<file path="src/hdl/swc_pkg.sv">
// Package for the square-wave sweep channel: beat payload types, channel
// state record, command and register codes, and the small helper functions.
// Standalone; used by swc_core and square_wave_sweep_channel.
`default_nettype none

package swc_pkg;

  typedef struct packed {
    logic [2:0] mode;
    logic [2:0] reg_select;
    logic [7:0] write_data;
  } swc_in_t;

  typedef struct packed {
    logic [3:0] sample_level;
    logic       channel_on;
  } swc_out_t;

  typedef struct packed {
    logic [13:0] period_timer;
    logic [2:0]  duty_step;
    logic [4:0]  duty_pos;
    logic [7:0]  sweep_byte;
    logic [7:0]  duty_length_byte;
    logic [7:0]  envelope_byte;
    logic [7:0]  freq_low_byte;
    logic [7:0]  freq_ctrl_byte;
    logic        dac_on;
    logic [3:0]  env_timer;
    logic [3:0]  volume_level;
    logic [6:0]  length_count;
    logic        active;
    logic [3:0]  out_level;
    logic [3:0]  sweep_timer;
    logic        sweep_active;
    logic [10:0] shadow_freq;
  } swc_state_t;

  // command codes
  localparam logic [2:0] MODE_TICK     = 3'd0;
  localparam logic [2:0] MODE_LENGTH   = 3'd1;
  localparam logic [2:0] MODE_SWEEP    = 3'd2;
  localparam logic [2:0] MODE_ENVELOPE = 3'd3;
  localparam logic [2:0] MODE_WRITE    = 3'd4;
  localparam logic [2:0] MODE_DISABLE  = 3'd5;

  // register select codes
  localparam logic [2:0] REG_SWEEP     = 3'd0;
  localparam logic [2:0] REG_DUTY_LEN  = 3'd1;
  localparam logic [2:0] REG_ENVELOPE  = 3'd2;
  localparam logic [2:0] REG_FREQ_LOW  = 3'd3;
  localparam logic [2:0] REG_FREQ_CTRL = 3'd4;

  localparam logic [6:0] LENGTH_FULL   = 7'd64;
  localparam logic [3:0] TIMER_DEFAULT = 4'd8;
  localparam logic [11:0] FREQ_SPAN    = 12'd2048;

  // duty waveforms, four patterns of eight steps, bit i is step i
  localparam logic [31:0] WAVE_TAB = 32'h7EE18180;

  function automatic logic [13:0] timer_reload(input logic [10:0] freq);
    logic [11:0] span;
    span = FREQ_SPAN - {1'b0, freq};
    return {span, 2'b00};
  endfunction

  // bit 11 set means the result overflowed past 2047
  function automatic logic [11:0] sweep_calc(input logic [10:0] shadow,
                                             input logic        decrease,
                                             input logic [2:0]  shift);
    logic [10:0] delta;
    delta = shadow >> shift;
    return decrease ? ({1'b0, shadow} - {1'b0, delta})
                    : ({1'b0, shadow} + {1'b0, delta});
  endfunction

  function automatic logic [3:0] level_calc(input logic       active,
                                            input logic       dac_on,
                                            input logic [3:0] volume,
                                            input logic [4:0] pos);
    return (active && dac_on && WAVE_TAB[pos]) ? volume : 4'd0;
  endfunction

endpackage

`default_nettype wire

</file>
<file path="src/hdl/swc_core.sv">
// Channel state registers and the combinational next-state update for one command beat.
// Depends on swc_pkg.
`default_nettype none

module swc_core (
  input  wire logic            clk,
  input  wire logic            rst_n,
  input  wire logic            step_en,
  input  wire swc_pkg::swc_in_t  item,
  output swc_pkg::swc_out_t      result
);
  import swc_pkg::*;

  swc_state_t st_r, st_nxt;

  logic [10:0] freq_cur;
  logic [2:0]  step_inc;
  logic [4:0]  tick_pos;
  logic [2:0]  sw_period;
  logic [2:0]  sw_shift;
  logic [3:0]  sw_reload;
  logic [11:0] calc_one;
  logic [11:0] calc_two;
  logic        sweep_ovf;
  logic [10:0] trig_freq;
  logic [11:0] trig_calc;
  logic        trig_active;
  logic [2:0]  env_period;
  logic [4:0]  wr_pos;

  assign freq_cur  = {st_r.freq_ctrl_byte[2:0], st_r.freq_low_byte};
  assign step_inc  = st_r.duty_step + 3'd1;
  assign tick_pos  = {st_r.duty_length_byte[7:6], step_inc};
  assign sw_period = st_r.sweep_byte[6:4];
  assign sw_shift  = st_r.sweep_byte[2:0];
  assign sw_reload = (sw_period != 3'd0) ? {1'b0, sw_period} : TIMER_DEFAULT;
  assign env_period = st_r.envelope_byte[2:0];
  assign wr_pos    = {item.write_data[7:6], st_r.duty_step};

  // sweep step: a second calc on the updated shadow only matters for overflow
  assign calc_one  = sweep_calc(st_r.shadow_freq, st_r.sweep_byte[3], sw_shift);
  assign calc_two  = sweep_calc(calc_one[10:0], st_r.sweep_byte[3], sw_shift);
  assign sweep_ovf = calc_one[11] ||
                     (!calc_one[11] && (sw_shift != 3'd0) && calc_two[11]);

  assign trig_freq   = {item.write_data[2:0], st_r.freq_low_byte};
  assign trig_calc   = sweep_calc(trig_freq, st_r.sweep_byte[3], sw_shift);
  assign trig_active = !((sw_shift != 3'd0) && trig_calc[11]);

  always_comb begin
    st_nxt = st_r;
    if (step_en) begin
      case (item.mode)
        MODE_TICK: begin
          if (st_r.period_timer <= 14'd1) begin
            st_nxt.duty_step    = step_inc;
            st_nxt.period_timer = timer_reload(freq_cur);
            st_nxt.duty_pos     = tick_pos;
            st_nxt.out_level    = level_calc(st_r.active, st_r.dac_on,
                                             st_r.volume_level, tick_pos);
          end else begin
            st_nxt.period_timer = st_r.period_timer - 14'd1;
          end
        end
        MODE_LENGTH: begin
          if ((st_r.length_count != 7'd0) && st_r.freq_ctrl_byte[6]) begin
            st_nxt.length_count = st_r.length_count - 7'd1;
            if (st_r.length_count == 7'd1) begin
              st_nxt.active    = 1'b0;
              st_nxt.out_level = 4'd0;
            end
          end
        end
        MODE_SWEEP: begin
          if (st_r.sweep_timer > 4'd1) begin
            st_nxt.sweep_timer = st_r.sweep_timer - 4'd1;
          end else begin
            st_nxt.sweep_timer = sw_reload;
            if (st_r.sweep_active && (sw_period != 3'd0)) begin
              if (!calc_one[11] && (sw_shift != 3'd0)) begin
                st_nxt.shadow_freq    = calc_one[10:0];
                st_nxt.freq_low_byte  = calc_one[7:0];
                st_nxt.freq_ctrl_byte = {st_r.freq_ctrl_byte[7:3], calc_one[10:8]};
              end
              if (sweep_ovf) begin
                st_nxt.active    = 1'b0;
                st_nxt.out_level = 4'd0;
              end
            end
          end
        end
        MODE_ENVELOPE: begin
          if (st_r.env_timer > 4'd1) begin
            st_nxt.env_timer = st_r.env_timer - 4'd1;
          end else begin
            st_nxt.env_timer = (env_period != 3'd0) ? {1'b0, env_period}
                                                    : TIMER_DEFAULT;
            if (env_period != 3'd0) begin
              if (st_r.envelope_byte[3]) begin
                if (st_r.volume_level != 4'd15)
                  st_nxt.volume_level = st_r.volume_level + 4'd1;
              end else begin
                if (st_r.volume_level != 4'd0)
                  st_nxt.volume_level = st_r.volume_level - 4'd1;
              end
            end
          end
        end
        MODE_WRITE: begin
          case (item.reg_select)
            REG_SWEEP: begin
              st_nxt.sweep_byte = item.write_data;
            end
            REG_DUTY_LEN: begin
              st_nxt.duty_length_byte = item.write_data;
              st_nxt.duty_pos         = wr_pos;
              st_nxt.out_level        = level_calc(st_r.active, st_r.dac_on,
                                                   st_r.volume_level, wr_pos);
            end
            REG_ENVELOPE: begin
              st_nxt.dac_on        = |item.write_data[7:3];
              st_nxt.envelope_byte = item.write_data;
              st_nxt.env_timer     = {1'b0, item.write_data[2:0]};
              st_nxt.volume_level  = item.write_data[7:4];
              st_nxt.out_level     = level_calc(st_r.active, |item.write_data[7:3],
                                                item.write_data[7:4], st_r.duty_pos);
            end
            REG_FREQ_LOW: begin
              st_nxt.freq_low_byte = item.write_data;
            end
            REG_FREQ_CTRL: begin
              st_nxt.freq_ctrl_byte = item.write_data;
              if (item.write_data[7]) begin
                st_nxt.period_timer = timer_reload(trig_freq);
                st_nxt.length_count = LENGTH_FULL - {1'b0, st_r.duty_length_byte[5:0]};
                st_nxt.volume_level = st_r.envelope_byte[7:4];
                st_nxt.env_timer    = {1'b0, env_period};
                st_nxt.sweep_active = (sw_period != 3'd0) || (sw_shift != 3'd0);
                st_nxt.sweep_timer  = sw_reload;
                st_nxt.shadow_freq  = trig_freq;
                st_nxt.active       = trig_active;
                st_nxt.out_level    = level_calc(trig_active, st_r.dac_on,
                                                 st_r.envelope_byte[7:4],
                                                 st_r.duty_pos);
              end
            end
            default: begin
            end
          endcase
        end
        MODE_DISABLE: begin
          st_nxt.length_count = 7'd0;
          st_nxt.active       = 1'b0;
          st_nxt.out_level    = 4'd0;
        end
        default: begin
        end
      endcase
    end
  end

  always_ff @(posedge clk) begin
    if (!rst_n) begin
      st_r <= '0;
    end else begin
      st_r <= st_nxt;
    end
  end

  assign result.sample_level = st_nxt.out_level;
  assign result.channel_on   = st_nxt.active;

endmodule

`default_nettype wire

</file>
<file path="src/hdl/square_wave_sweep_channel.sv">
// Square-wave sound channel with frequency sweep, volume envelope and length
// counter. Every input beat is one command (tick, length/sweep/envelope clock,
// register write, disable) and yields exactly one result beat with the held
// sample level and the enable flag. One command is taken per clock unless the
// result side stalls. A beat passes an input register, the combinational state
// update in swc_core and the result register, in that order.
// The input register lets one more command in while a result is stalled.
// Depends on swc_pkg and swc_core.
`default_nettype none

module square_wave_sweep_channel (
  input  wire logic              clk,
  input  wire logic              rst_n,
  input  wire logic              in_valid,
  output      logic              in_stall,
  input  wire swc_pkg::swc_in_t  in_data,
  output      logic              out_valid,
  input  wire logic              out_stall,
  output      swc_pkg::swc_out_t out_data
);
  import swc_pkg::*;

  logic     in_vld_r, in_vld_nxt;
  swc_in_t  in_item_r;
  logic     out_vld_r, out_vld_nxt;
  swc_out_t out_item_r;
  swc_out_t step_result;
  logic     advance;
  logic     in_take;

  assign advance  = in_vld_r && (!out_vld_r || !out_stall);
  assign in_stall = in_vld_r && !advance;
  assign in_take  = in_valid && !in_stall;

  swc_core u_core (
    .clk     (clk),
    .rst_n   (rst_n),
    .step_en (advance),
    .item    (in_item_r),
    .result  (step_result)
  );

  always_comb begin
    in_vld_nxt = in_vld_r;
    if (in_take) begin
      in_vld_nxt = 1'b1;
    end else if (advance) begin
      in_vld_nxt = 1'b0;
    end
  end

  always_comb begin
    out_vld_nxt = out_vld_r;
    if (advance) begin
      out_vld_nxt = 1'b1;
    end else if (out_vld_r && !out_stall) begin
      out_vld_nxt = 1'b0;
    end
  end

  always_ff @(posedge clk) begin
    if (!rst_n) begin
      in_vld_r  <= 1'b0;
      out_vld_r <= 1'b0;
    end else begin
      in_vld_r  <= in_vld_nxt;
      out_vld_r <= out_vld_nxt;
    end
  end

  always_ff @(posedge clk) begin
    if (in_take) begin
      in_item_r <= in_data;
    end
    if (advance) begin
      out_item_r <= step_result;
    end
  end

  assign out_valid = out_vld_r;
  assign out_data  = out_item_r;

endmodule

`default_nettype wire

</file>
<file path="config.mk">
export PLATFORM = sky130hd
export DESIGN_NAME = square_wave_sweep_channel
export DESIGN_NICKNAME = d
export VERILOG_FILES = /design/src/hdl/swc_pkg.sv /design/src/hdl/swc_core.sv /design/src/hdl/square_wave_sweep_channel.sv
export SDC_FILE = /design/constraint.sdc
export NUM_CORES = 1
export LEC_CHECK = 0
export BUFFER_PORTS_ARGS = -buffer_cell sky130_fd_sc_hd__buf_2
export CAP_MARGIN = 10
export CORE_MARGIN = 2
export CORE_UTILIZATION = 50
export DETAILED_ROUTE_END_ITERATION = 16
export GPL_TIMING_DRIVEN = 0
export PLACE_DENSITY_LB_ADDON = 0.25
export SYNTH_ARGS = -nofsm -noshare
export SYNTH_HDL_FRONTEND = slang
export SYNTH_SLANG_ARGS = --single-unit
</file>
<file path="constraint.sdc">
create_clock -name clk -period 7.3 [get_ports clk]
set_input_delay 0.365 -clock clk [delete_from_list [all_inputs] [get_ports clk]]
set_output_delay 0.365 -clock clk [all_outputs]
set_load 0.05 [all_outputs]
</file>
# Word-level counts from Yosys, hierarchy flattened
# Memory sizes are Yosys's and may differ from the RTL's. A register that Yosys moved wholly into a read port is not among the register bits.
# Cells that the tools add are included.
dict set report word_totals {
  reg_bits 118
  mem_bits_ro 96
  input_bits 18
  output_inout_bits 7
  wordCells 194
  n_memories 3
}
# name words width rd rd_ports_with_merged_regs wr line
set mem_list {}
lappend mem_list {{(no name shown)} 32 1 1 0 0 swc_pkg.sv:81} ;# return (active && dac_on && WAVE_TAB[pos]) ? volume : 4'd0;
lappend mem_list {{(no name shown)} 32 1 1 0 0 swc_pkg.sv:81}
lappend mem_list {{(no name shown)} 32 1 1 1 0 swc_pkg.sv:81}
dict set report op_classes {
  n_addsub 16
  order_cmp 6
  eq_ne 26
  n_shift 3
  n_mux 60
  bitwise_logic 1
  reduce_logical 54
}
# op count
set ops {}
lappend ops {{16-bit two-way mux} 4}
lappend ops {{4-bit two-way mux} 14}
lappend ops {{12-bit two-way mux} 4}
lappend ops {{14-bit two-way mux} 3}
lappend ops {{5-bit two-way mux} 8}
lappend ops {{11-bit by 11-bit adder with 12-bit output} 3}
lappend ops {{36-bit two-way mux} 1}
lappend ops {{11-bit by 11-bit subtractor with 12-bit output} 3}
lappend ops {{11-bit two-way mux} 3}
lappend ops {{11-bit by 3-bit right shift with 11-bit output} 3}
lappend ops {{16-bit case mux with 2 select lines} 1}
lappend ops {{8-bit case mux with 2 select lines} 2}
lappend ops {{14-bit case mux with 2 select lines} 1}
lappend ops {{8-bit two-way mux} 3}
lappend ops {{4-bit AND reduction} 6}
lappend ops {{12-bit by 11-bit subtractor with 12-bit output, first input constant} 2}
lappend ops {{11-bit case mux with 2 select lines} 1}
lappend ops {{21-bit two-way mux} 1}
lappend ops {{7-bit case mux with 3 select lines} 1}
lappend ops {{4-bit case mux with 5 select lines} 1}
lappend ops {{5-bit by 6-bit < comparator with 1-bit output, second input constant} 3}
lappend ops {{1-bit logical AND} 16}
lappend ops {{14-bit by 1-bit less-or-equal comparator with 1-bit output, second input constant} 1}
lappend ops {{14-bit by 1-bit subtractor with 14-bit output, second input constant} 1}
lappend ops {{34 further kinds} 80}

# Logic depth before layout (Yosys ltp)
dict set report depth {
  ltp_word 13
  depth_mapped 37
  ltp_nobuf 32
}

# Cells and area by module
# Synthesis repeated with hierarchy kept, for this count alone.
dict set report unflattened {
  cells_unflattened 1200
  hier_area_um2 9387.8
}
# module n_inst cells_each area_per_inst_um2 seq_area_each_um2
set modules_own_cells {}
lappend modules_own_cells {swc_core 1 1173 8733.4 1901.8}
lappend modules_own_cells {square_wave_sweep_channel 1 27 654.4 610.6}

# Worst setup path after synthesis
# Ideal clock, no wire load.
dict set report synth_timing {
  kind {reg-to-reg}
  startpoint {reg u_core.st_r[70] (netlist bit)}
  endpoint {reg out_item_r (netlist bit out_data[4]), data pin}
  setup_ns 0.271
  t_arrival_ns 6.979
  required_ns 7.029
  slack_ns 0.050
  stages_incl_launch_ff 34
  path_buffers 2
  synth_period_minus_slack_ns 7.250
  path_cell_list {dfxtp_1 clkbuf_1 clkbuf_1 mux2_2 mux2i_1 o211a_1 and4_1 and2_1 nand2_1 a211oi_1 a21oi_1 ha_1 or2_2 and2_1 or4_1 a31oi_1 a21oi_1 a32oi_1 nand4b_1 nor2_1 nor2_1 xnor2_1 ha_1 nor2b_1 o21ai_0 nand2b_1 o21bai_1 a21oi_1 a21oi_1 o221ai_1 or3_1 a221oi_2 mux2i_2 a21oi_1}
}
# item line
set synth_rtl {}
lappend synth_rtl {{from (decl)} swc_core.sv:14} ;# swc_state_t st_r, st_nxt;
lappend synth_rtl {{from (signal assigned)} swc_core.sv:166} ;# st_r <= st_nxt;
lappend synth_rtl {{to (signal assigned)} square_wave_sweep_channel.sv:76} ;# out_item_r <= step_result;
lappend synth_rtl {{to (decl)} square_wave_sweep_channel.sv:26} ;# swc_out_t out_item_r;

==> summary.md <==
| Metric | Value |
|---|---|
| Most common cell after layout, fill and taps aside | `nor2_1` |
| Area growth from synthesis to layout | `18.1%` |
| Gate Count Post-Synth | `1175` |
| H-tree levels | `4` |
| Post-DR wirelength/cell | `20.1 um` |
| Post-route ant nets | `0` |
| Max IR drop VDD | `0.000230 V` |
| Worst EP required | `7.47 ns` |
| Placement Cell Area | `9650 sq um` |
| Clock sink count | `116` |
| Fin crit period | `7.17 ns` |
| First-pass GRT wire length | `46.8 mm` |
| Crit. End Element | `flop` |
| Syn Area/Cell | `7.84 sq um` |
| Post-DP HPWL | `21.6 mm` |
| CP Class | `reg -> reg` |
| Crit path DAT | `7.34 ns` |
| CTS buffer count | `17` |
| Multi-input logic area | `6580 sq um` |
| Vias/cell | `6.35` |
| Core Box Area | `18000 sq um` |
| Final Skew | `0.00803 ns` |
| Startpoint types | `flop` |
| Height of the die | `140 um` |
| Hold_buf cts | `0` |
| Post-synthesis sequential area ratio | `27.3%` |
| Register area | `2520 sq um` |
| Xor and xnor fraction of the mapped netlist area | `6.28%` |
| Largest family of logic cells by synthesized area | `compound AO/OA/AOI/OAI gates` |
| Unrepaired setup endpoints after global routing | `true` |
| DRT iter0 DRCs | `857` |
| Antenna violations before repair | `0` |
| Slew Limit Fails | `0` |
| Peak Freq | `0.139 GHz` |
| Crit-path slowest cell | `ha_1` |
| Power per cell area | `220 nW/um^2` |
| Io pins | `25` |
| FILL cells | `1649` |
| Worst-Skew Late Latency | `0.43 ns` |
| Clock transition at path regs | `0.05 ns` |
| Via count | `9452` |
| CTS tree | `yes` |
| EDFF count, synth | `19` |
| Biggest area consumer among synthesized cells | `dfxtp_1` |
| CP most frequent cell | `a21oi_1` |
| Post-route setup slack | `0.126 ns` |
| Total global routing overflow | `0` |
| Commonest non-fill, non-tap cells in the layout | `nor2_1, nand2_1, dfxtp_1` |
| CP max FO | `10` |
| Final hold vios | `0` |
| Ys async rst share | `0%` |
| LEAKAGE | `0.00424 uW` |
| Syn_nets | `1245` |
| # DRC | `0` |
| Actual slew at the worst max-slew pin | `0.964 ns` |
| Post-synthesis mux area share | `8.18%` |
| Post-Synth Simple-Gate Area | `21.5%` |
| Synth top area cells | `dfxtp_1, ha_1, edfxtp_1, nor2_1, a21oi_1` |
| Crit share post-route | `98.3%` |
| R2R setup slack | `0.13 ns` |
| Layout Utilization | `60.3%` |
| Number of synthesis warnings | `0` |
| I/O Buffers | `24` |
| Max incr delay on CP | `0.38 ns` |
| RePlAce Congestion | `0.939` |
| Routed wire length | `29.9 mm` |
| Die Area | `19500 sq um` |
| # Max-Cap Violations | `0` |
| # rows | `49` |
| Synth Area in Compound Gates | `24.7%` |
| Synth Area in Adders | `7.23%` |
| Starting Density | `51.1%` |
| Setup-failing EPs final | `0` |
| Post-synth top flop | `dfxtp_1` |
| Width of the die | `140 um` |
| Global Route Usage Sum | `30.2%` |
| Worst Hold Class | `in -> reg` |
| Worst slack, placed | `-1.40 ns` |
| Clock buffer depth | `2` |
| Yosys top cell area share | `21.1%` |
| Post-Syn Area | `9210 sq um` |
| Worst slew margin | `35.3%` |
| Share of cells above drive strength 1 | `15.3%` |
| Fin area | `10900 sq um` |
| Synth unique cells | `85` |
| Number of global-route vias before repair | `8732` |
| Status | `finished clean` |
| Nets | `1316` |
| Drt pass-1 iters | `9` |
| Synthesized flop and latch total | `116` |
| Pin count of the biggest net entering global routing | `17` |
| N_diodes | `0` |
| CTS Root Cell | `clkbuf_16` |
-- registers in the layout, indices dropped and copies added (netlist names), named ones only --
| register | cells |
|---|---|
| u_core.env_period | 3 |
| out_data | 5 |
| u_core.freq_cur | 11 |
| out_valid | 1 |
| in_item_r | 14 |
| u_core.st_r | 80 |
| in_vld_r | 1 |
-- final timing paths --
| path | from | end | depth (start not counted) |
|---|---|---|---|
| setup / recovery | u_core.st_r[69] | out_data[0] | 35 |
| hold / removal | in_data[7] | in_item_r[7] | 1 |
| setup reg to reg | u_core.st_r[69] | out_data[0] | 35 |
| hold reg to reg | u_core.st_r[27] | u_core.st_r[27] | 2 |
-- metrics by stage --
stage	power, uW	TNS, ns	instances	hold slack (ns)
floorplan	1220	0	1175	0.437
global placement	1370	-12.07	1428	0.450
detailed placement	1380	-12.57	1431	0.457
global route	2490	-2.25	1488	0.0986
CTS	2300	0	1472	0.103
finish	2390	0	1488	0.112
-- kinds of logic (layout without fill, tap and decap cells) --
logic type	count (synthesis)	after routing
simple gates	430	430
compound gates	340	340
flops	116	116
buf+inv	113	197
xor+xnor	66	66
mux	58	58
fa+ha+maj	52	52
-- critical path: cells and delay by family, from the launching register on --
kind | cells | cell delay, ns
AND/OR/NAND/NOR | 13 | 2.33
AO/OA/AOI/OAI | 11 | 1.75
adder cells (fa/ha/maj) | 3 | 0.91
buffers and inverters | 4 | 0.61
XOR/XNOR | 1 | 0.14
flip-flops | 1 | 0.32
multiplexers | 3 | 0.87
-- metal layers --
| layer | wire [um] | track usage, % | share of wire [%] |
|---|---|---|---|
| met1 | 12200 | 38.3 | 41 |
| met5 | 0 | 0 | 0 |
| met4 | 1280 | 12.5 | 4.3 |
| met3 | 2340 | 5.54 | 7.8 |
| met2 | 14100 | 50.7 | 47 |
-- synth_stat cells, types with 30 or more instances --
cell type    n
nor2_1     151
nand2_1    127
xnor2_1     33
nor3_1      30
a21oi_1     96
a211oi_1    33
clkbuf_1    49
ha_1        50
inv_1       43
o21ai_0     54
dfxtp_1     97
xor2_1      33
mux2i_1     39
-- area by class of cell --
| cell class | instances | area share (%) |
|---|---|---|
| flip-flops and latches | 116 | 23.2 |
| clock inverters | 9 | 0.920 |
| well taps | 229 | 2.63 |
| repair buffers | 55 | 3.61 |
| inverters | 48 | 1.66 |
| multi-input cells | 946 | 60.5 |
| plain buffers | 62 | 2.89 |
| clock buffers | 23 | 4.59 |
-- repair_timing --
action,CTS,global route
gates cloned,0,1
pin swaps,10,33
setup endpoints to repair,10,10
buffers inserted,12,15
gates resized for setup,47,50
hold endpoints to repair,0,0
-- power breakdown --
group | total (uW) | switching, uW | internal [uW]
registers | 687 | 18.1 | 668
logic | 854 | 488 | 366
clock network | 847 | 302 | 546
total | 2390 | 808 | 1580
(Power assumes the default switching activity.)
